### src/rtl/assert_macros.svh
// Assertion macros shared by the residual unit RTL.
// Modules that include this file must have clk and rst_n in scope.
`ifndef ASSERT_MACROS_SVH
`define ASSERT_MACROS_SVH
`ifndef SYNTH
`define PRM_ASSERT(label, prop, msg) \
  label: assert property (@(posedge clk) disable iff (!rst_n) prop) else $error(msg);
`define PRM_ASSERT_NEVER(label, cond, msg) \
  label: assert property (@(posedge clk) disable iff (!rst_n) !(cond)) else $error(msg);
`else
`define PRM_ASSERT(label, prop, msg)
`define PRM_ASSERT_NEVER(label, cond, msg)
`endif
`endif

### src/rtl/prm_pkg.sv
// Package for the residual max-norm unit: widths, reset values, register codes
// and the per-beat control struct. No dependencies.
package prm_pkg;

  localparam int GRID_W = 6;
  localparam int INV_W  = 20;
  localparam int RES_W  = 47;

  localparam logic [GRID_W-1:0] GRID_SIZE_RST = 6'd60;
  localparam logic [INV_W-1:0]  INV_STEP_RST  = 20'd3600;
  localparam logic [RES_W-1:0]  RES_LIMIT     = {RES_W{1'b1}};

  typedef enum logic [0:0] {
    REG_GRID_SIZE   = 1'b0,
    REG_INV_STEP_SQ = 1'b1
  } reg_idx_t;

  typedef struct packed {
    logic calc;
    logic last;
  } item_ctl_t;

endpackage

### src/rtl/prm_resid_pipe.sv
// Three-stage residual pipeline: Laplacian sum, scale by 1/h^2, add f and
// take the clamped magnitude. Uses prm_pkg and assert_macros.svh.
`include "assert_macros.svh"
module prm_resid_pipe #(
  parameter int SAMPLE_BITS = 24
) (
  input  logic                          clk,
  input  logic                          rst_n,
  input  logic                          in_vld,
  output logic                          in_rdy,
  input  prm_pkg::item_ctl_t            in_ctl,
  input  logic signed [SAMPLE_BITS-1:0] u_n,
  input  logic signed [SAMPLE_BITS-1:0] u_w,
  input  logic signed [SAMPLE_BITS-1:0] u_c,
  input  logic signed [SAMPLE_BITS-1:0] u_e,
  input  logic signed [SAMPLE_BITS-1:0] u_s,
  input  logic signed [SAMPLE_BITS-1:0] f_c,
  input  logic [prm_pkg::INV_W-1:0]     inv,
  output logic                          res_vld,
  input  logic                          res_rdy,
  output logic [prm_pkg::RES_W-1:0]     res,
  output prm_pkg::item_ctl_t            res_ctl
);

  localparam int LW = SAMPLE_BITS + 3;
  localparam int PW = LW + prm_pkg::INV_W + 1;
  localparam int SW = PW + 1;
  localparam int CW = (SW > prm_pkg::RES_W) ? SW : prm_pkg::RES_W + 1;

  logic                          v1_r;
  logic                          v2_r;
  logic                          v3_r;
  logic signed [LW-1:0]          lap_r;
  logic signed [SAMPLE_BITS-1:0] f1_r;
  logic signed [SAMPLE_BITS-1:0] f2_r;
  prm_pkg::item_ctl_t            ctl1_r;
  prm_pkg::item_ctl_t            ctl2_r;
  prm_pkg::item_ctl_t            ctl3_r;
  logic signed [PW-1:0]          prod_r;
  logic [prm_pkg::RES_W-1:0]     res_r;

  logic signed [LW-1:0]          lap_nxt;
  logic signed [PW-1:0]          prod_nxt;
  logic signed [SW-1:0]          sum_w;
  logic [SW-1:0]                 abs_w;
  logic [CW-1:0]                 abs_ext;
  logic [prm_pkg::RES_W-1:0]     res_nxt;
  logic                          adv1;
  logic                          adv2;
  logic                          adv3;

  assign adv3   = !v3_r || res_rdy;
  assign adv2   = !v2_r || adv3;
  assign adv1   = !v1_r || adv2;
  assign in_rdy = adv1;

  assign lap_nxt = LW'(u_n) + LW'(u_w) + LW'(u_e) + LW'(u_s) - (LW'(u_c) <<< 2);
  assign prod_nxt = lap_r * $signed({1'b0, inv});
  assign sum_w    = SW'(prod_r) + SW'(f2_r);
  assign abs_w    = sum_w[SW-1] ? SW'(-sum_w) : SW'(sum_w);
  assign abs_ext  = CW'(abs_w);
  assign res_nxt  = (abs_ext > CW'(prm_pkg::RES_LIMIT)) ? prm_pkg::RES_LIMIT
                                                        : prm_pkg::RES_W'(abs_ext);

  always_ff @(posedge clk) begin
    if (!rst_n) begin
      v1_r <= 1'b0;
      v2_r <= 1'b0;
      v3_r <= 1'b0;
    end else begin
      if (adv1) begin
        v1_r <= in_vld;
      end
      if (adv2) begin
        v2_r <= v1_r;
      end
      if (adv3) begin
        v3_r <= v2_r;
      end
    end
  end

  always_ff @(posedge clk) begin
    if (adv1 && in_vld) begin
      lap_r  <= lap_nxt;
      f1_r   <= f_c;
      ctl1_r <= in_ctl;
    end
    if (adv2 && v1_r) begin
      prod_r <= prod_nxt;
      f2_r   <= f1_r;
      ctl2_r <= ctl1_r;
    end
    if (adv3 && v2_r) begin
      res_r  <= res_nxt;
      ctl3_r <= ctl2_r;
    end
  end

  assign res_vld = v3_r;
  assign res     = res_r;
  assign res_ctl = ctl3_r;

  `PRM_ASSERT_NEVER(a_stall_only_when_full, !in_rdy && !(v1_r && v2_r && v3_r),
                    "input stalled with a free pipeline stage")
  `PRM_ASSERT(a_stage3_holds, (v3_r && !res_rdy) |=> (v3_r && $stable(res_r)),
              "stage 3 result changed while held")

endmodule

### config.mk
export PLATFORM = sky130hd
export DESIGN_NAME = prm_resid_pipe
export DESIGN_NICKNAME = d
export VERILOG_FILES = /design/src/rtl/prm_pkg.sv /design/src/rtl/prm_resid_pipe.sv
export VERILOG_INCLUDE_DIRS = /design/src /design/src/rtl
export SDC_FILE = /design/constraint.sdc
export NUM_CORES = 2
export LEC_CHECK = 0
export BUFFER_PORTS_ARGS = -buffer_cell sky130_fd_sc_hd__clkbuf_2
export CORE_ASPECT_RATIO = 0.7
export CORE_MARGIN = 8
export CORE_UTILIZATION = 60
export CTS_CLUSTER_SIZE = 8
export DETAILED_ROUTE_END_ITERATION = 12
export GPL_ROUTABILITY_DRIVEN = 0
export HOLD_SLACK_MARGIN = 0.02
export PLACE_DENSITY_LB_ADDON = 0.08
export SLEW_MARGIN = 40
export SYNTH_ARGS = -nofsm -noshare
export SYNTH_HDL_FRONTEND = slang
export SYNTH_SLANG_ARGS = --single-unit
### constraint.sdc
create_clock -name clk -period 10.7 [get_ports clk]
set_input_delay 1.07 -clock clk [delete_from_list [all_inputs] [get_ports clk]]
set_output_delay 1.07 -clock clk [all_outputs]
set_load 0.005 [all_outputs]
**After elaboration in Yosys (flattened, before gate mapping)**

Index checks and enable logic that the tools add are counted.

- Register bits: 179
- Output and inout bits: 51
- Word-level logic and storage cells: 32

- $add $sub $neg: 6
- Multiply operators: 1
- Magnitude comparators: 1
- Mux-type cells: 1
- Reductions and logical operators: 9

Operators with widths:

| cell | number |
|---|---|
| $add A48 B24 Y49 | 1 |
| $gt A49 B47 Y1 const B | 1 |
| $mux W49 | 1 |
| $neg A49 Y49 | 1 |
| $mul A27 B21 Y48 | 1 |
| $add A26 B24 Y27 | 1 |
| $sub A27 B26 Y27 | 1 |
| $add A25 B24 Y26 | 1 |
| $add A24 B24 Y25 | 1 |
| $logic_and A1 B1 Y1 | 3 |
| $logic_not A1 Y1 | 3 |
| $logic_or A1 B1 Y1 | 3 |

**Logic depth before layout (Yosys ltp)**

- Word-level depth: 5
- Mapped depth: 29

**Worst setup path after synthesis**

Ideal clock, no wire load.

- Kind: input to register
- Start: in inv[12] (netlist bit)
- End: reg prod_r[47], data pin
- Data arrival time: 7.434 ns
- Required time: 10.440 ns
- Setup slack: 3.006 ns
- Cell stages on the path: 26
- Cells stage by stage: clkbuf_1 clkbuf_1 nand2_1 fa_1 inv_1 fa_1 fa_1 fa_1 fa_1 fa_1 inv_1 fa_1 inv_1 ha_1 a21oi_1 o21ai_0 a21o_1 a21o_1 a21o_1 a21oi_1 o31ai_1 a211oi_1 o21ai_0 a31o_2 a21oi_1 xnor2_1

- Longest elaborated chain between the ends: 1

Ends and longest elaborated chain:

| item | RTL line | text |
|---|---|---|
| from (decl) | prm_resid_pipe.sv:18 | `input logic [prm_pkg::INV_W-1:0] inv,` |
| $mul A27 B21 Y48 | prm_resid_pipe.sv:58 | `assign prod_nxt = lap_r * $signed({1'b0, inv});` |
| named net prod_nxt[47] | prm_resid_pipe.sv:43 | `logic signed [PW-1:0] prod_nxt;` |
| to (signal assigned) | prm_resid_pipe.sv:90 | `prod_r <= prod_nxt;` |
| to (decl) | prm_resid_pipe.sv:39 | `logic signed [PW-1:0] prod_r;` |

The timed path passes the listed nets, and every way through them passes these cells.
A chain may end at the register's enable or synchronous reset.

**Final worst setup path**

- Start: in inv[9] (netlist bit)
- End: reg prod_r[47], data pin

Same word-level chain as after synthesis.

==> out/qor.csv <==
metric;value;unit
setup violators final;0;
layout cells sized above 1;10.04;%
global route overflow;0;
max-slew violation count;0;
CP Class;in -> reg;
die area;62840;um^2
# diodes;0;
number of global-route vias before repair;25920;
CTS tree;done;
Mean Syn Cell Area;9.776;um^2
Worst Path Required;10.90;ns
TNS Setup;0;ns
prevailing post-synth register cell;edfxtp_1;
vias per inst;5.735;
# resized after CTS;0;
die width;296.2;um
DRC violations left;0;
startpoint types;input port;
dpl hpwl;69130;um
htree depth;4;
CP Launch Point;inv[9];
min cycle time layout;8.451;ns
Post-synth EDFFs;176;
Worst Setup End Kind;flop;
CP arrival;8.65;ns
routed len/inst;19.69;um
Root Driver;clkbuf_16;
routed via count;24410;
DRT iter0 DRCs;2177;
Post-DRT Antenna Nets;0;
Clock Skew;0.02441;ns
Async SR Flop Fraction;0;%
Initial Util;60.20;%
Area growth syn-to-layout;7.448;%
FF-to-FF Start;lap_r[26]$_DFFE_PP_;
maximum clock frequency;118.3;MHz
Nets;4496;
FILL cells;4461;
clock latency on the worst-skew pair;0.47;ns
Hold Crit Class;reg -> reg;
Fin. Hold Viols;0;
RSZ-0062 raised after global routing;false;
Yosys cell types;91;
CP Max Fanout;27;
Worst slew margin;40.75;%
status;finished clean;
core box area;54770;um^2
routed wire length;83780;um
CTS max path bufs;2;
Row Count;72;
antenna violations before repair;1;
DRT Pass-1 Iters;6;
area of the multi-input gates;24710;um^2
post-route clock period utilization;78.99;%
GRT Overall Usage;27.26;%
worst-margin pin slew;0.8887;ns
Synth Cell Area;32980;um^2
sequential cell area;5345;um^2
CTS Hold Buffers Added;0;
min-delay src;f1_r[23]$_DFFE_PP_;
#FFs+latches synth;179;
IO Pins;221;
CTS Buf Count;17;
Clock Sink Count;179;
R2R setup slack;2.51;ns
Post-Syn Instances;3373;
global-route wire length before repair;136300;um
maxcap violations;0;
syn nets;4366;
setup bufs post-CTS;0;
PortBufs;220;
largest net degree at the start of global routing;75;
Die Y;212.1;um
yosys warns;0;
Clock Pin Slew Worst Setup and Hold Paths;0.07;ns
Seq/Total Area, Yosys;16.21;%
-- synth_stat cells, drive strengths merged, types with 4 or more instances --
cell	instances	area (um^2)
nand2b	17	106.4
a221oi	4	35.03
mux2i	6	60.06
a311oi	6	52.55
o21a	26	196.4
a211o	8	70.07
nand4	14	87.58
a21o	54	405.4
xnor2	98	858.3
a21boi	4	30.03
or3	18	117.6
o311ai	4	42.55
a41oi	4	35.03
edfxtp	176	5285
inv	638	2395
nor3	36	190.2
o211a	8	80.08
ha	202	2527
a31o	8	70.07
o21ai	85	429.2
nor3b	4	30.03
a21oi	116	584.3
nand2	267	1002
o211ai	17	132.6
o31ai	7	66.31
xor2	34	297.8
o21bai	11	82.58
fa	621	12430
o2111ai	6	52.55
a31oi	21	137.6
nor4	14	106.4
nor2b	15	101.3
or2	11	68.82
buf	17	136.4
o41ai	4	35.03
nand3	93	615.6
o31a	5	43.79
and2	378	2365
and3	21	131.4
clkbuf	121	454.2
nor2	110	412.9
a211oi	16	125.1
-- logic make-up (layout without fill, tap and decap cells) --
group | count (synthesis) | in the layout | synth area share [%]
simple gates | 1013 | 1013 | 16.63
buf+inv | 776 | 919 | 9.053
compound gates | 443 | 443 | 9.019
flops | 179 | 179 | 16.21
fa+ha+maj | 823 | 823 | 45.37
mux | 7 | 7 | 0.2163
xor+xnor | 132 | 132 | 3.506
-- flip-flops by register name (all words and copies together), names as in the netlist --
register	count
ctl1_r	2
ctl2_r	2
f1_r	24
f2_r	24
lap_r	27
prod_r	48
res	47
res_ctl	2
res_vld	1
v1_r	1
v2_r	1
-- routing by layer --
metal	up-vias	part of all wire, %	track usage [%]
met4	2	2.5	7.663
met2	927	47	42.64
met1	12380	43	38.67
li1	10960	-	-
met5	-	0.013	0
met3	143	8.0	5.581
-- final cells by class --
| cell class | count | area share [%] |
|---|---|---|
| multi-input combinational | 2418 | 69.74 |
| clock buffer | 17 | 1.201 |
| tap | 740 | 2.613 |
| timing repair buffer | 249 | 4.019 |
| sequential | 179 | 15.09 |
| clock inverter | 15 | 0.5862 |
| inverter | 638 | 6.759 |
-- cells in the final DEF, fill, tap and decap left out, types with 10 or more instances in the layout --
cell,netlist,final
buf_6,2,18
nor4_1,11,11
a21o_1,54,54
o21bai_1,11,10
or3_1,17,17
clkbuf_16,0,17
fa_1,621,621
a21oi_1,115,115
o211ai_1,16,16
xnor2_1,98,98
nand2b_1,17,17
o21a_1,25,25
o21ai_0,76,76
nor3_1,34,34
and3_1,21,21
a31oi_1,20,19
edfxtp_1,176,176
clkbuf_2,0,219
ha_1,202,202
xor2_1,34,34
nor2b_1,14,13
nand3_1,63,63
nand3_2,30,30
a211oi_1,15,15
nand4_1,14,14
nand2_1,267,267
inv_1,638,638
and2_1,378,378
nor2_1,110,110
-- worst paths after layout --
path                                             end  cells after the start
worst min register to register    f2_r[23]$_DFFE_PP_                      0
worst max register to register  prod_r[46]$_DFFE_PP_                     24
worst max-delay path            prod_r[47]$_DFFE_PP_                     25
worst min-delay path              f2_r[23]$_DFFE_PP_                      0
-- through the flow --
| step | area (um^2) | std cells | hold WS [ns] | util [%] | setup WS (ns) |
|---|---|---|---|---|---|
| final | 35430 | 4256 | 0.4205 | 64.69 | 2.249 |
| after floorplan | 32980 | 3373 | 0.4003 | - | 3.006 |
| after CTS | 35300 | 4246 | 0.4218 | 64.45 | 2.342 |
| after global routing | 35430 | 4256 | 0.4333 | 64.69 | 1.864 |
| after global placement | 34520 | 4202 | 0.4017 | 63.02 | 2.117 |
| after detailed placement | 34670 | 4214 | 0.4045 | 63.30 | 1.886 |
-- critical path: stages --
cell	delay [ns]
clkbuf_2	0.46
and2_1	0.38
fa_1	0.53
inv_1	0.05
fa_1	0.46
fa_1	0.54
inv_1	0.06
fa_1	0.57
fa_1	0.45
fa_1	0.50
inv_1	0.05
fa_1	0.47
inv_1	0.04
ha_1	0.34
a21o_1	0.18
a21o_1	0.17
a21oi_1	0.22
o41ai_1	0.14
a211oi_1	0.57
o31ai_1	0.23
a211oi_1	0.41
o21ai_0	0.23
a31o_2	0.25
a21oi_1	0.18
xnor2_1	0.08
Power is not shown: default switching activity piles up to over one toggle a cycle in this logic, so the estimate is an artifact.
