`src/rtl/assert_macros.svh`:
```
// Assertion macros shared by the residual unit RTL.
// Modules that include this file must have clk and rst_n in scope.
`ifndef ASSERT_MACROS_SVH
`define ASSERT_MACROS_SVH
`ifndef SYNTH
`define PRM_ASSERT(label, prop, msg) \
  label: assert property (@(posedge clk) disable iff (!rst_n) prop) else $error(msg);
`define PRM_ASSERT_NEVER(label, cond, msg) \
  label: assert property (@(posedge clk) disable iff (!rst_n) !(cond)) else $error(msg);
`else
`define PRM_ASSERT(label, prop, msg)
`define PRM_ASSERT_NEVER(label, cond, msg)
`endif
`endif

```
`src/rtl/prm_pkg.sv`:
```
// Package for the residual max-norm unit: widths, reset values, register codes
// and the per-beat control struct. No dependencies.
package prm_pkg;

  localparam int GRID_W = 6;
  localparam int INV_W  = 20;
  localparam int RES_W  = 47;

  localparam logic [GRID_W-1:0] GRID_SIZE_RST = 6'd60;
  localparam logic [INV_W-1:0]  INV_STEP_RST  = 20'd3600;
  localparam logic [RES_W-1:0]  RES_LIMIT     = {RES_W{1'b1}};

  typedef enum logic [0:0] {
    REG_GRID_SIZE   = 1'b0,
    REG_INV_STEP_SQ = 1'b1
  } reg_idx_t;

  typedef struct packed {
    logic calc;
    logic last;
  } item_ctl_t;

endpackage

```
`src/rtl/prm_line_buf.sv`:
```
// Line store and stencil window: two rows of u and one row of f per column,
// prefetched one beat ahead through two registered read ports. Uses prm_pkg.
module prm_line_buf #(
  parameter int MAX_POINTS  = 64,
  parameter int SAMPLE_BITS = 24
) (
  input  logic                          clk,
  input  logic                          acc,
  input  logic [prm_pkg::GRID_W-1:0]    col,
  input  logic [prm_pkg::GRID_W-1:0]    col_step,
  input  logic signed [SAMPLE_BITS-1:0] u_in,
  input  logic signed [SAMPLE_BITS-1:0] f_in,
  output logic signed [SAMPLE_BITS-1:0] u_n,
  output logic signed [SAMPLE_BITS-1:0] u_w,
  output logic signed [SAMPLE_BITS-1:0] u_c,
  output logic signed [SAMPLE_BITS-1:0] u_e,
  output logic signed [SAMPLE_BITS-1:0] f_c
);

  localparam int AW = $clog2(MAX_POINTS);

  typedef struct packed {
    logic signed [SAMPLE_BITS-1:0] u1;
    logic signed [SAMPLE_BITS-1:0] u2;
    logic signed [SAMPLE_BITS-1:0] f;
  } line_word_t;

  line_word_t                    mem [MAX_POINTS];
  line_word_t                    cw_r;
  line_word_t                    rd_r;
  logic                          cw_ok_r;
  logic                          rd_ok_r;
  logic signed [SAMPLE_BITS-1:0] west_r;

  logic [prm_pkg::GRID_W:0] col_ahead;
  logic [AW-1:0]            ra;
  logic [AW-1:0]            rb;
  logic [AW-1:0]            wa;
  logic                     ra_ok;
  logic                     rb_ok;
  logic                     wr_ok;

  assign col_ahead = (prm_pkg::GRID_W + 1)'(col_step) + 1'b1;
  assign ra        = AW'(col_step);
  assign rb        = AW'(col_ahead);
  assign wa        = AW'(col);
  assign ra_ok     = 32'(col_step) < 32'(MAX_POINTS);
  assign rb_ok     = 32'(col_ahead) < 32'(MAX_POINTS);
  assign wr_ok     = 32'(col) < 32'(MAX_POINTS);

  always_ff @(posedge clk) begin
    if (acc) begin
      cw_r    <= mem[ra];
      rd_r    <= mem[rb];
      cw_ok_r <= ra_ok;
      rd_ok_r <= rb_ok;
      west_r  <= u_c;
      if (wr_ok) begin
        mem[wa] <= {u_in, cw_r.u1, f_in};
      end
    end
  end

  assign u_n = cw_ok_r ? cw_r.u2 : '0;
  assign u_c = cw_ok_r ? cw_r.u1 : '0;
  assign f_c = cw_ok_r ? cw_r.f : '0;
  assign u_e = rd_ok_r ? rd_r.u1 : '0;
  assign u_w = west_r;

endmodule

```
`config.mk`:
```
export PLATFORM = sky130hd
export DESIGN_NAME = prm_line_buf
export DESIGN_NICKNAME = d
export VERILOG_FILES = /design/src/rtl/assert_macros.svh /design/src/rtl/prm_pkg.sv /design/src/rtl/prm_line_buf.sv
export SDC_FILE = /design/constraint.sdc
export NUM_CORES = 2
export LEC_CHECK = 0
export BUFFER_PORTS_ARGS = -buffer_cell sky130_fd_sc_hd__buf_4
export CAP_MARGIN = 20
export CORE_MARGIN = 5
export CORE_UTILIZATION = 35
export CTS_BUF_LIST = sky130_fd_sc_hd__clkbuf_8
export DETAILED_ROUTE_END_ITERATION = 7
export GPL_TIMING_DRIVEN = 0
export HOLD_SLACK_MARGIN = 0.05
export SLEW_MARGIN = 0
export SYNTH_ARGS = -nofsm -noshare
export SYNTH_HDL_FRONTEND = slang
export SYNTH_MEMORY_MAX_BITS = 65536
export SYNTH_SLANG_ARGS = --single-unit
```
`constraint.sdc`:
```
create_clock -name clk -period 6.2 [get_ports clk]
set_clock_uncertainty 0.1 [all_clocks]
set_input_delay 0.62 -clock clk [delete_from_list [all_inputs] [get_ports clk]]
set_output_delay 0.62 -clock clk [all_outputs]
set_load 0.05 [all_outputs]
```
* Word-level counts from Yosys, hierarchy flattened
Memory sizes are Yosys's and may differ from the RTL's. A register that Yosys moved wholly into a read port is not among the register bits.
Cells that the tools add are included.
** Storage, ports and cells
- Word-level logic and storage cells :: 8
- Bits in latches :: 0
- Input port bits :: 62
- Output and inout port bits :: 120
- Memories kept :: 1
- Memory bits (writable) :: 4608
- Bits in read-only memories :: 0
- Register bits after elaboration :: 25
** Memories
- mem :: depth 64, bits a word 72, rd ports 2, clocked after Yosys merged registers in 2, write ports 1, line prm_line_buf.sv:28 : line_word_t mem [MAX_POINTS];
** Cells by class
- Add/sub/neg operators :: 1
- Mux-type cells :: 3
- Reduce and logical (&&, ||, !) cells :: 0
- Multipliers :: 0
- Bitwise operators :: 0
- Shifts and indexed selects :: 0
- Magnitude comparators :: 1
- Divide/modulo/power cells :: 0
- Eq/ne operators :: 0
** Operators with widths (number)
- $mux W24 :: 1
- $add A6 B1 Y7 const B :: 1
- $lt A7 B7 Y1 const B :: 1
- $mux W1 :: 2

* Logic depth before layout (Yosys ltp)
- Depth after elaboration :: 2
- Mapped depth :: 10
- Gate-level depth less buffers :: 6

* Least setup slack after synthesis
No wires, ideal clock.
- Kind :: input to register
- Start :: in col[3] (netlist bit)
- End :: mem mem[48][0] (netlist bit) (enable)
- Buffers on the path :: 1
- Arrival time :: 6028 ps
- Data required time :: 5510 ps
- Stages :: 4
- Setup time :: 590 ps
- Path slack :: -519 ps
- Path through :: clkbuf_1 > nor2b_1 > nand4b_1 > nor3_1
** RTL lines
- start: declaration :: line prm_line_buf.sv:9 : input logic [prm_pkg::GRID_W-1:0] col,
- end: declaration :: line prm_line_buf.sv:28
No word-level cell before the write port.

* Worst setup path after layout
- Start :: in col_step[0] (netlist bit)
- End :: reg, netlist name rd_r[51]
** Between the ends
- Cells in the longest elaborated chain, start to end :: 1
** Ends and longest elaborated chain
- start: declaration :: line prm_line_buf.sv:10 : input logic [prm_pkg::GRID_W-1:0] col_step,
- $add A6 B1 Y7 :: line prm_line_buf.sv:43 : assign col_ahead = (prm_pkg::GRID_W + 1)'(col_step) + 1'b1;
No other way between the ends.
A chain may end at the register's enable or synchronous reset.

==> summary by stage <==
Run status
The run finished, with violations left. The final reports fail on slew limit.

Route
The pre-antenna-repair detailed-routing pass consisted of 8 iterations. For this block, the routed nets add up to 718,000 µm of wire. The remaining number of nets flagged by the antenna check after routing is 0. The vias after detailed routing is 113,332.

The first routing iteration left 19,236 violations. The via count normalized by instance count is 6.15. The final routed wire length divided by cell count is 39.0 µm. In the routed design, unresolved DRC markers number 0.

Synth
After Yosys synthesis, and, or, nand and nor cells account for 1.81% of the synthesized area. The count of unique library cells instantiated by Yosys is 51. After synthesis, the largest family of logic cells by area is multiplexers. After synthesis the cells add up to 193,000 µm². The proportion of synthesized area in mux cells is 18.4%.

The adder-cell area share of the yosys netlist is 0.00650%. The leading register cell type out of synthesis is sky130_fd_sc_hd__edfxtp_1. The compound-gate portion of the synthesized area is 4.40%.

The number of nets in the synthesized netlist is 9,216. The async set-reset flop share out of synthesis is 0%. The number of flops mapped to enable cells by yosys is 4,729. The register bit total from synthesis is 4,729. The number of warnings printed during yosys synthesis is 0.

The fraction of the yosys area taken by sequential cells is 73.7%. The mean cell area of the mapped netlist is 21.0 µm². The cell count after synthesis is 9,153.

The biggest area contributor in the post-synthesis netlist is sky130_fd_sc_hd__edfxtp_1. The area share of the largest cell type after synthesis is 73.7%. The post-synthesis share of cell area spent on xor and xnor gates is 0.00909%. By area the synthesized netlist is led by sky130_fd_sc_hd__edfxtp_1 74%, sky130_fd_sc_hd__mux4_2 15%, sky130_fd_sc_hd__mux2i_1 3.0%, sky130_fd_sc_hd__a22oi_1 1.1%, sky130_fd_sc_hd__mux2_2 0.84%.

GRT
The number of global-route vias before repair came to 110,142. For this run the aggregate overflow at the end of global routing stands at 0. The largest net degree at the start of global routing is 85. The total global-route track usage is 24.7%. The first-pass GRT wire length is 954,000 µm.

The initial antenna violation count is 88.

CTS
CTS saw 4,729 sinks. The number of gates resized after CTS was 0. The H-tree depth reported by CTS is 6. The largest buffer count on any clock path is 4. Buffers inserted during clock tree synthesis total 730. The cell sitting at the root of the clock tree is a sky130_fd_sc_hd__clkbuf_8.

The clock network latency to the later pin of the worst-skew pair is 1.39 ns. Clock-pin slew was measured on the worst setup and hold paths at 0.07 ns. The TritonCTS clock tree is done.

Worst setup path
Data arrives at the worst endpoint at 5.91 ns. STA classifies the critical path startpoint as an input port. The critical path is of the in -> reg type.

The endpoint type of the worst setup path is a register. The startpoint identified for the worst register-to-register timing path is mem[50][51]. At the worst endpoint, the required time is 6.97 ns. Measured in cells, the most critical reg-to-reg path has a length of 4. Of all nets on the critical path, the largest fanout is 10. In this run the critical register-to-register path is captured at rd_r[51].

In this run the register-to-register setup slack is 2.73 ns.

Final layout
The final layout contains 10,573 nets. After routing the design area is 226,000 µm². Once layout is complete, the cells apart from fillers number 18,417. Relative to the synthesized area, the layout overhead comes to 17.2%. The proportion of layout cells with a drive suffix above 1 is 30.1%.

Counting the fill cells in the layout gives 48,008.

Timing
The setup slack of the critical path after layout is 1.05 ns. The relative max-transition margin is -8.79%. Based on the critical path, the design can be clocked at up to 0.194 GHz. The count of pins over their slew limit was 9.

The worst path uses 83.0% of the clock period. Setup repair after global routing left no endpoint under its margin. The final critical-path required period is 5.15 ns.

Setup violations remaining at the end of the flow were counted as 0. The slew at the pin with the worst max-slew slack is 1.63 ns. The final hold violation count is 0.

Power
IR analysis of the VDD net gives a maximum drop of 0.000305 V. The sequential cell fraction of total power is 54.0%. In this run the power density over the cells is 294 nW/µm². Overall power consumption after layout is estimated at 66.3 mW. The clock network burns 37.1% of the power.

The net switching power figure is 16.9 mW. The share of total power dissipated in combinational logic is 9.0%. For this design the static power due to leakage is 71.7 nW. The net switching fraction of the power is 25.5%. Cell internal power was estimated by the tool at 49.4 mW.

Place
The number of I/O port buffers is 175. The post-detailed-placement cell area is 212,000 µm². Routability-driven placement finished with a final weighted congestion of 0.928.

The detailed-placement wirelength estimate is 498,000 µm. Prior to clock tree synthesis, the placed netlist has a worst setup slack of -0.0401 ns. After detailed placement, the design holds a cell count of 16,970.

Floorplan
Measured along the y axis, the die boundary spans 752 µm. The die area is 565,000 µm². The core region area is 549,000 µm². From left edge to right edge, the die measures 752 µm. For this configuration, the core starts out at a cell density of 35.1%.

The number of I/O pins is 182. In this run the core area contains 272 standard-cell rows.

Hold path
For hold timing, the worst endpoint is mem[48][65]. The worst hold path class is in -> reg. The number of cells traversed by the worst hold path is 3.

The source of the worst hold timing path is col[5].

Run
Max-cap violations in this run came to 0.
-- state kept, by name, indices dropped and copies added, names as in the netlist --
register,count
rd_ok_r,1
cw_r,72
mem,4608
rd_r,24
u_w,24
-- critical path, stage by stage --
cell	delay, ns
sky130_fd_sc_hd__buf_4	0.16
sky130_fd_sc_hd__ha_1	0.55
sky130_fd_sc_hd__clkbuf_1	0.27
sky130_fd_sc_hd__clkbuf_1	0.86
sky130_fd_sc_hd__buf_1	0.90
sky130_fd_sc_hd__mux4_2	0.43
sky130_fd_sc_hd__nor2b_1	0.16
sky130_fd_sc_hd__o41ai_2	1.16
sky130_fd_sc_hd__nand4_1	0.74
-- metal layers --
layer  track usage, %  routed length (µm)  vias up
met5           0.0425                 312        -
met4             13.7               47800       42
met3             9.22              101000     1966
met2             36.2              312000     9296
met1             31.8              257000    59929
li1                 -                   -    42099
-- metrics by stage --
stage	setup TNS, ns	hold WS [ns]	utilization (%)
after floorplan	0	0.619	-
after global placement	-	0.900	37.0
after detailed placement	-0.0401	0.604	38.6
after CTS	0	0.135	41.1
after global routing	0	0.211	41.1
final	0	0.204	41.1
-- cell usage after synthesis (all sizes together) (2+ instances only) --
cell type  count
edfxtp      4729
mux4        1248
mux2i        576
buf          365
a22oi        288
clkbuf       273
a21boi       193
nor2b        188
nand2        152
o21ai        146
a32oi        144
mux2         144
o22ai        144
o41ai         96
nand3         79
a21oi         74
a221oi        72
and3          72
nor2          68
and2          29
nand4         26
and2b         17
nor3           6
nand2b         5
nand3b         4
or3            2
-- cells in the final DEF, fill, tap and decap left out, types with 143 or more instances in the layout --
cell / synthesis / routed
sky130_fd_sc_hd__mux2_2: 144 / 144
sky130_fd_sc_hd__a21boi_0: 192 / 192
sky130_fd_sc_hd__a32oi_1: 144 / 143
sky130_fd_sc_hd__clkinv_1: 0 / 195
sky130_fd_sc_hd__buf_4: 65 / 257
sky130_fd_sc_hd__nor2b_1: 188 / 188
sky130_fd_sc_hd__mux4_2: 1248 / 1248
sky130_fd_sc_hd__buf_12: 0 / 217
sky130_fd_sc_hd__inv_1: 0 / 199
sky130_fd_sc_hd__buf_2: 236 / 259
sky130_fd_sc_hd__clkbuf_1: 268 / 243
sky130_fd_sc_hd__edfxtp_1: 4729 / 4729
sky130_fd_sc_hd__clkbuf_8: 0 / 742
sky130_fd_sc_hd__mux2i_1: 576 / 576
sky130_fd_sc_hd__o22ai_1: 144 / 144
sky130_fd_sc_hd__a22oi_1: 288 / 288
sky130_fd_sc_hd__nand2_1: 151 / 150
-- power groups by stage --
stage          clock network, mW  registers [mW]  logic [mW]
3_3_place_gp                   0            36.7        5.08
2_1_floorplan                  0            36.7        2.43
3_5_place_dp                   0            36.5        5.70
4_1_cts                     24.7            35.8        5.75
5_1_grt                     26.2            35.8        6.01
6_report                    24.6            35.8        5.94
-- timing repair --
action	CTS	global route
buffers inserted	0	0
endpoints found under the hold margin	3177	0
hold buffers	53	0
-- logic make-up (layout without fill, tap and decap cells) --
| family | Yosys count | after routing |
|---|---|---|
| flip-flops | 4729 | 4729 |
| multiplexers | 1968 | 1968 |
| AO/OA/AOI/OAI | 1162 | 1162 |
| AND/OR/NAND/NOR | 653 | 653 |
| buffers and inverters | 638 | 2550 |
| XOR/XNOR | 2 | 2 |
| adder cells (fa/ha/maj) | 1 | 1 |
| other | 0 | 91 |
-- worst max path at each step --
stage          slack [ns]  cells after the start           to         from
2_1_floorplan        1.10                      4   mem[39][0]       col[5]
3_3_place_gp        -6.81                      3  mem[59][26]          acc
3_5_place_dp        -0.04                     10     rd_r[69]  col_step[2]
4_1_cts              1.37                     10     rd_r[69]  col_step[2]
5_1_grt              1.35                      9     rd_r[51]  col_step[0]
6_report             1.05                      9     rd_r[51]  col_step[0]
-- cell type report --
type	count	area, µm²	share of cell area (%)
clock inverter	546	2940	1.30
sequential	4729	142000	62.9
tap	7261	9080	4.03
clock buffer	741	10200	4.52
multi-input combinational	3786	48200	21.4
timing repair buffer	625	9850	4.36
antenna	91	228	0.101
buffer	638	3150	1.40
Power figures use the tool's default switching activity.
