### src/rtl/assert_macros.svh
// Assertion macros shared by the residual unit RTL.
// Modules that include this file must have clk and rst_n in scope.
`ifndef ASSERT_MACROS_SVH
`define ASSERT_MACROS_SVH
`ifndef SYNTH
`define PRM_ASSERT(label, prop, msg) \
  label: assert property (@(posedge clk) disable iff (!rst_n) prop) else $error(msg);
`define PRM_ASSERT_NEVER(label, cond, msg) \
  label: assert property (@(posedge clk) disable iff (!rst_n) !(cond)) else $error(msg);
`else
`define PRM_ASSERT(label, prop, msg)
`define PRM_ASSERT_NEVER(label, cond, msg)
`endif
`endif

### src/rtl/prm_pkg.sv
// Package for the residual max-norm unit: widths, reset values, register codes
// and the per-beat control struct. No dependencies.
package prm_pkg;

  localparam int GRID_W = 6;
  localparam int INV_W  = 20;
  localparam int RES_W  = 47;

  localparam logic [GRID_W-1:0] GRID_SIZE_RST = 6'd60;
  localparam logic [INV_W-1:0]  INV_STEP_RST  = 20'd3600;
  localparam logic [RES_W-1:0]  RES_LIMIT     = {RES_W{1'b1}};

  typedef enum logic [0:0] {
    REG_GRID_SIZE   = 1'b0,
    REG_INV_STEP_SQ = 1'b1
  } reg_idx_t;

  typedef struct packed {
    logic calc;
    logic last;
  } item_ctl_t;

endpackage

### src/rtl/prm_out_if.sv
// Result stream interface: maximum residual and saturation flag per beat.
// Depends on prm_pkg for the result width.
interface prm_out_if;
  logic                       valid;
  logic                       ready;
  logic [prm_pkg::RES_W-1:0]  max_residual;
  logic                       saturated;

  modport source (output valid, output max_residual, output saturated, input ready);
  modport sink (input valid, input max_residual, input saturated, output ready);
endinterface

### src/rtl/prm_max_track.sv
// Running maximum of the residual magnitude and the result register.
// Uses prm_pkg, prm_out_if and assert_macros.svh.
`include "assert_macros.svh"
module prm_max_track (
  input  logic                      clk,
  input  logic                      rst_n,
  input  logic                      res_vld,
  output logic                      res_rdy,
  input  logic [prm_pkg::RES_W-1:0] res,
  input  prm_pkg::item_ctl_t        res_ctl,
  prm_out_if.source                 out_ch
);

  logic [prm_pkg::RES_W-1:0] max_r;
  logic [prm_pkg::RES_W-1:0] max_nxt;
  logic [prm_pkg::RES_W-1:0] max_upd;
  logic                      out_v_r;
  logic                      out_v_nxt;
  logic [prm_pkg::RES_W-1:0] out_max_r;
  logic                      out_sat_r;
  logic                      take;
  logic                      emit;

  assign res_rdy = !res_ctl.last || !out_v_r || out_ch.ready;
  assign take    = res_vld && res_rdy;
  assign emit    = take && res_ctl.last;
  assign max_upd = (res_ctl.calc && (res > max_r)) ? res : max_r;

  always_comb begin
    max_nxt = max_r;
    if (take) begin
      max_nxt = res_ctl.last ? '0 : max_upd;
    end
  end

  always_comb begin
    out_v_nxt = out_v_r;
    if (emit) begin
      out_v_nxt = 1'b1;
    end else if (out_ch.ready) begin
      out_v_nxt = 1'b0;
    end
  end

  always_ff @(posedge clk) begin
    if (!rst_n) begin
      max_r   <= '0;
      out_v_r <= 1'b0;
    end else begin
      max_r   <= max_nxt;
      out_v_r <= out_v_nxt;
    end
  end

  always_ff @(posedge clk) begin
    if (emit) begin
      out_max_r <= max_upd;
      out_sat_r <= (max_upd == prm_pkg::RES_LIMIT);
    end
  end

  assign out_ch.valid        = out_v_r;
  assign out_ch.max_residual = out_max_r;
  assign out_ch.saturated    = out_sat_r;

  `PRM_ASSERT(a_sat_flag, out_v_r |-> (out_sat_r == (out_max_r == prm_pkg::RES_LIMIT)),
              "saturated flag disagrees with result")
  `PRM_ASSERT(a_max_monotonic, (take && !res_ctl.last) |=> (max_r >= $past(max_r)),
              "running maximum decreased within a grid")
  `PRM_ASSERT(a_clear_on_emit, emit |=> ((max_r == '0) && out_v_r),
              "maximum not cleared or result not posted after last point")

endmodule

### src/flat_wrapper.sv
// flat-port wrapper written by rule: the top's interface ports become plain ports
module prm_max_track_flat 
  (clk, rst_n, res_vld, res_rdy, res, res_ctl, out_ch_valid, out_ch_max_residual, out_ch_saturated, out_ch_ready);
  prm_out_if out_ch_i ();
  input  logic clk;
  input  logic rst_n;
  input  logic res_vld;
  output logic res_rdy;
  input  logic [prm_pkg::RES_W-1:0] res;
  input  prm_pkg::item_ctl_t res_ctl;
  output wire logic [$bits(out_ch_i.valid)-1:0] out_ch_valid;
  output wire logic [$bits(out_ch_i.max_residual)-1:0] out_ch_max_residual;
  output wire logic [$bits(out_ch_i.saturated)-1:0] out_ch_saturated;
  input wire logic [$bits(out_ch_i.ready)-1:0] out_ch_ready;
  assign out_ch_valid = out_ch_i.valid;
  assign out_ch_max_residual = out_ch_i.max_residual;
  assign out_ch_saturated = out_ch_i.saturated;
  assign out_ch_i.ready = out_ch_ready;
  prm_max_track u_core (.clk(clk), .rst_n(rst_n), .res_vld(res_vld), .res_rdy(res_rdy), .res(res), .res_ctl(res_ctl), .out_ch(out_ch_i));
endmodule
### config.mk
export PLATFORM = sky130hd
export DESIGN_NAME = prm_max_track_flat
export DESIGN_NICKNAME = d
export VERILOG_FILES = /design/src/rtl/prm_pkg.sv /design/src/rtl/prm_out_if.sv /design/src/rtl/prm_max_track.sv /design/src/flat_wrapper.sv
export VERILOG_INCLUDE_DIRS = /design/src /design/src/rtl
export SDC_FILE = /design/constraint.sdc
export NUM_CORES = 1
export LEC_CHECK = 0
export BUFFER_PORTS_ARGS = -buffer_cell sky130_fd_sc_hd__buf_2
export CAP_MARGIN = 30
export CORE_MARGIN = 4
export CORE_UTILIZATION = 59
export CTS_CLUSTER_DIAMETER = 40
export DETAILED_ROUTE_END_ITERATION = 10
export PLACE_DENSITY = 0.95
export SYNTH_ARGS = -nofsm -noshare
export SYNTH_HDL_FRONTEND = slang
export SYNTH_SLANG_ARGS = --single-unit
### constraint.sdc
create_clock -name clk -period 3.91 [get_ports clk]
set_input_delay 0.1955 -clock clk [delete_from_list [all_inputs] [get_ports clk]]
set_output_delay 0.1955 -clock clk [all_outputs]
set_load 0.05 [all_outputs]
* Word-level counts from Yosys, hierarchy flattened
Index checks and enable logic that the tools add are counted.
** Word-level totals
- Flip-flop bits (word level) :: 96
- Input bits :: 53
- Output and inout port bits :: 50
** Cells by class
- Order comparisons :: 1
- Equal/unequal tests :: 1
- Multiplexer cells :: 4
- Reductions and logical operators :: 8
** Operators by type and width (number)
- $mux W47 :: 2
- $eq A47 B47 Y1 const B :: 1
- $gt A47 B47 Y1 :: 1
- $logic_and A1 B1 Y1 :: 3
- $logic_not A1 Y1 :: 2
- $logic_or A1 B1 Y1 :: 2
- $mux W1 :: 2
- $reduce_bool A2 Y1 :: 1

* Logic depth before layout (Yosys ltp)
- Depth after elaboration :: 6
- Mapped depth :: 11

* Worst setup path after synthesis
No wires, ideal clock.
- Path type :: register to register
- Start :: reg u_core.out_v_r (netlist: u_core.out_ch.valid)
- End :: reg u_core.out_max_r, in the netlist u_core.out_ch.max_residual[0], enable pin
- Library setup time :: 0.412 ns
- Arrival :: 2.350 ns
- Required time :: 3.498 ns
- Slack :: 1.149 ns
- Stages on the path, launching flop included :: 4
- Period minus slack after synthesis :: 2.761 ns
- Cell sequence :: dfxtp_1 nor2b_1 nand2_1 and3_1
** Between the ends
- Cells in the longest elaborated chain, start to end :: 5
** Ends and longest elaborated chain
- from (decl) :: RTL line prm_max_track.sv:17 : logic out_v_r;
- from (signal assigned) :: RTL line prm_max_track.sv:51 : out_v_r <= out_v_nxt;
- $logic_not A1 Y1 :: RTL line prm_max_track.sv:24 : assign res_rdy = !res_ctl.last || !out_v_r || out_ch.ready;
- $logic_or A1 B1 Y1 (2 in series) :: RTL line prm_max_track.sv:24
- net res_rdy :: RTL line flat_wrapper.sv:8 : output logic res_rdy;
- $logic_and A1 B1 Y1 :: RTL line prm_max_track.sv:25 : assign take = res_vld && res_rdy;
- $logic_and A1 B1 Y1 :: RTL line prm_max_track.sv:26 : assign emit = take && res_ctl.last;
- net u_core.emit :: RTL line prm_max_track.sv:22 : logic emit;
- to (signal assigned) :: RTL line prm_max_track.sv:57 : out_max_r <= max_upd;
- to (decl) :: RTL line prm_max_track.sv:19 : logic [prm_pkg::RES_W-1:0] out_max_r;
The timed path passes the listed nets, and every way through them passes these cells.
A chain may end at the register's enable or synchronous reset.

* Worst setup path after layout
- Start :: reg u_core.max_r[10] (netlist name)
- End :: reg u_core.max_r[29] (netlist name)
** Between the ends
- Cells in the longest elaborated chain, start to end :: 4
** Ends and longest elaborated chain
- from (decl) :: RTL line prm_max_track.sv:14 : logic [prm_pkg::RES_W-1:0] max_r;
- from (signal assigned) :: RTL line prm_max_track.sv:50 : max_r <= max_nxt;
- $gt A47 B47 Y1 :: RTL line prm_max_track.sv:27 : assign max_upd = (res_ctl.calc && (res > max_r)) ? res : max_r;
- $logic_and A1 B1 Y1 :: RTL line prm_max_track.sv:27
- $mux W47 :: RTL line prm_max_track.sv:27
- $mux W47 :: RTL line prm_max_track.sv:32 : max_nxt = res_ctl.last ? '0 : max_upd;
No other way between the ends.

==> summary.md <==
| Metric | Value |
|---|---|
| Crit Path Class | `reg2reg` |
| Cell count after synthesis | `424` |
| Synth warnings | `0` |
| Most frequent cell after synthesis | `inv_1` |
| Post-synth top cells | `50 x inv_1, 48 x dfxtp_1, 48 x edfxtp_1` |
| Final worst path period need | `3.22 ns` |
| Routed via count divided by cell count | `6.19` |
| DRT antenna net count | `0` |
| Overall Global Routing Usage | `25.9%` |
| Starting density of the core | `60.6%` |
| First-pass GRT wire length | `20100 µm` |
| Proportion of total power due to net switching | `26.8%` |
| Clock slew at reported path FFs | `0.09 ns` |
| Die Footprint | `9920 µm²` |
| Number of buffers inserted to repair setup after CTS | `0` |
| Total number of nets in the final design | `628` |
| Number of buffers inserted during clock tree synthesis | `9` |
| Port buffer count | `102` |
| Count of max-cap constraint violations | `0` |
| Ys flop type | `edfxtp_1` |
| Mapped cell area | `4950 µm²` |
| Final Setup Violations | `0` |
| Areal power density over the cells | `391 nW/µm²` |
| Total negative setup slack | `0 ns` |
| Post-cts gate resize count | `0` |
| Clock root buffer | `clkbuf_8` |
| Total wirelength of the detailed-routed design | `12500 µm` |
| Clock Tree Buf Depth | `2` |
| Critical path required time | `4.22 ns` |
| Syn-to-layout area delta | `17.7%` |
| Seq pwr share | `49.2%` |
| DIE HEIGHT | `99.6 µm` |
| Number of antenna repair diodes | `0` |
| Power share of the clock group | `33.5%` |
| Top achievable clock speed | `310 MHz` |
| Total gr overflow | `0` |
| Sequential element share of the synthesized area | `48.5%` |
| Net count after synthesis | `524` |
| Actual slew at the worst max-slew pin | `0.725 ns` |
| Count of state elements after synthesis | `96` |
| Number of DRC markers after the initial detailed-route iteration | `230` |
| Outcome | `finished clean` |
| Post-DP HPWL | `9200 µm` |
| Synth area leaders | `edfxtp_1 29%, dfxtp_1 19%, ha_1 12%` |
| Number of synthesized flops with an enable pin | `48` |
| Number of ports placed on the die boundary | `103` |
| FF-to-FF setup slack | `0.69 ns` |
| CP Data Arrival Time | `3.53 ns` |
| RSZ-0062 raised after global routing | `false` |
| Via count | `3948` |
| Final hold vios | `0` |
| Worst min-delay path class | `in2reg` |
| Final Max Tran Viols | `0` |
| Number of placement rows | `33` |
| Level count of the clock H-tree | `3` |
| Post-synthesis average cell area | `11.7 µm²` |
| Maximum number of pins on one net before global-route repair | `35` |
| TritonCTS clock tree | `built` |
| Post-layout total power | `2.28 mW` |
| Synth unique cells | `37` |
| Layout fillers | `574` |
| Vias in the first global route | `4029` |
| Psw | `0.610 mW` |
| Async S/R FF share, synth | `0%` |
| TritonRoute pass-1 iters | `4` |
| VDD IR max | `0.257 mV` |
| Largest fanout of any net on the critical path | `34` |
| Avg WL per Cell | `19.6 µm` |
| Logic pwr share | `17.2%` |
| Fraction of synthesized cell area taken by the top area cell type | `29.1%` |
| Library cell with the largest summed area after synthesis | `edfxtp_1` |
| Total leakage power | `2.35 nW` |
| Routability-driven placement congestion ratio | `0.900` |
| Period utilization | `82.4%` |
| Number of antenna violations at the first check in global routing | `0` |
| Ratio of cells with drive above 1 in the final layout | `32.6%` |
| Post-Route Skew | `0.0104 ns` |
| Slew margin rel. | `51.5%` |
| Int Power | `1.67 mW` |
| Setup crit end kind | `register` |
| Clock latency on the worst-skew pair | `0.37 ns` |
| Worst Setup Start Kind | `register` |
| Number of sinks driven by the clock tree | `96` |
| Cts-stage hold buffer count | `0` |
| Remaining design rule violation count | `0` |
| Standard cell core area | `8180 µm²` |
| Horizontal die dimension | `99.6 µm` |
-- flip-flops by register name, summed over array words and instances (netlist names) --
signal	flops
u_core.out_ch.max_residual	47
u_core.out_ch.valid	1
u_core.max_r	47
u_core.out_ch.saturated	1
-- cells in the final DEF, fill, tap and decap left out, types with 2 or more instances in the layout --
cell type	synthesis	final
a211oi_1	3	2
a21oi_1	19	18
a221oi_1	2	2
a22o_1	47	47
and4_1	2	2
buf_12	0	2
buf_2	8	102
buf_4	3	4
bufinv_16	0	3
clkbuf_1	1	4
clkbuf_8	0	9
dfxtp_1	48	48
edfxtp_1	48	48
ha_1	47	47
inv_1	50	50
mux2_2	47	47
nand2_1	16	16
nand3_1	10	10
nand3b_1	2	2
nand4_1	29	29
nor2_1	4	4
nor2b_1	2	2
nor3_1	3	3
nor4_1	7	7
o21a_1	2	2
o21ai_0	7	7
-- final timing paths --
kind | from | endpoint | depth (start not counted)
setup / recovery | u_core.max_r[10] | u_core.max_r[29] | 10
hold / removal | res[3] | u_core.max_r[3] | 2
setup reg to reg | u_core.max_r[10] | u_core.max_r[29] | 10
hold reg to reg | u_core.max_r[18] | u_core.max_r[18] | 1
-- critical path: stages, from the launching register on --
cell	delay (ns)
dfxtp_1	0.39
inv_1	0.08
ha_1	0.31
nand2_1	0.06
o21ai_0	0.18
a221oi_1	0.11
o311ai_0	0.48
nand4_1	0.34
a211oi_4	0.74
buf_12	0.28
a22o_1	0.17
-- routing by layer --
| layer | vias up | part of all wire, % | track usage, % |
|---|---|---|---|
| li1 | 1823 | - | - |
| met2 | 187 | 50 | 43.2 |
| met4 | 0 | 3.3 | 13.4 |
| met1 | 1897 | 39 | 32.2 |
| met5 | - | 0 | 0 |
| met3 | 41 | 7.5 | 4.63 |
-- per-stage QoR --
| stage | setup WS (ns) | area, µm² | utilization [%] | hold WS [ns] | std cells |
|---|---|---|---|---|---|
| 4_1_cts | 0.752 | 5830 | 71.3 | 0.0835 | 638 |
| 2_1_floorplan | 1.15 | 4950 | - | 0.313 | 424 |
| 3_5_place_dp | 0.775 | 5600 | 68.5 | 0.470 | 622 |
| 3_3_place_gp | 0.950 | 5580 | 68.2 | 0.462 | 621 |
| 6_report | 0.688 | 5830 | 71.3 | 0.0943 | 638 |
| 5_1_grt | 0.451 | 5830 | 71.3 | 0.0909 | 638 |
-- area by class of cell --
type / count / area (µm²) / share of cell area, %
multi-input cells: 263 / 2300 / 39.4
repair buffers: 108 / 581 / 9.96
flip-flops and latches: 96 / 2400 / 41.2
clock inverters: 3 / 90.1 / 1.55
clock buffers: 13 / 139 / 2.38
inverters: 50 / 188 / 3.22
well taps: 105 / 131 / 2.25
-- logic make-up after synthesis --
| logic type | count (synthesis) | share of synthesized area [%] |
|---|---|---|
| flip-flops | 96 | 48.5 |
| AO/OA/AOI/OAI | 86 | 13.1 |
| AND/OR/NAND/NOR | 82 | 9.75 |
| buffers and inverters | 65 | 5.81 |
| multiplexers | 48 | 10.9 |
| adder cells (fa/ha/maj) | 47 | 11.9 |
-- power by group through the flow --
stage	Sequential, mW	Combinational [mW]	Clock, mW
finish	1.12	0.393	0.764
CTS	1.12	0.390	0.771
detailed placement	1.14	0.385	0
global route	1.13	0.422	0.815
floorplan	1.23	0.174	0
global placement	1.14	0.362	0
(Power assumes the default switching activity.)
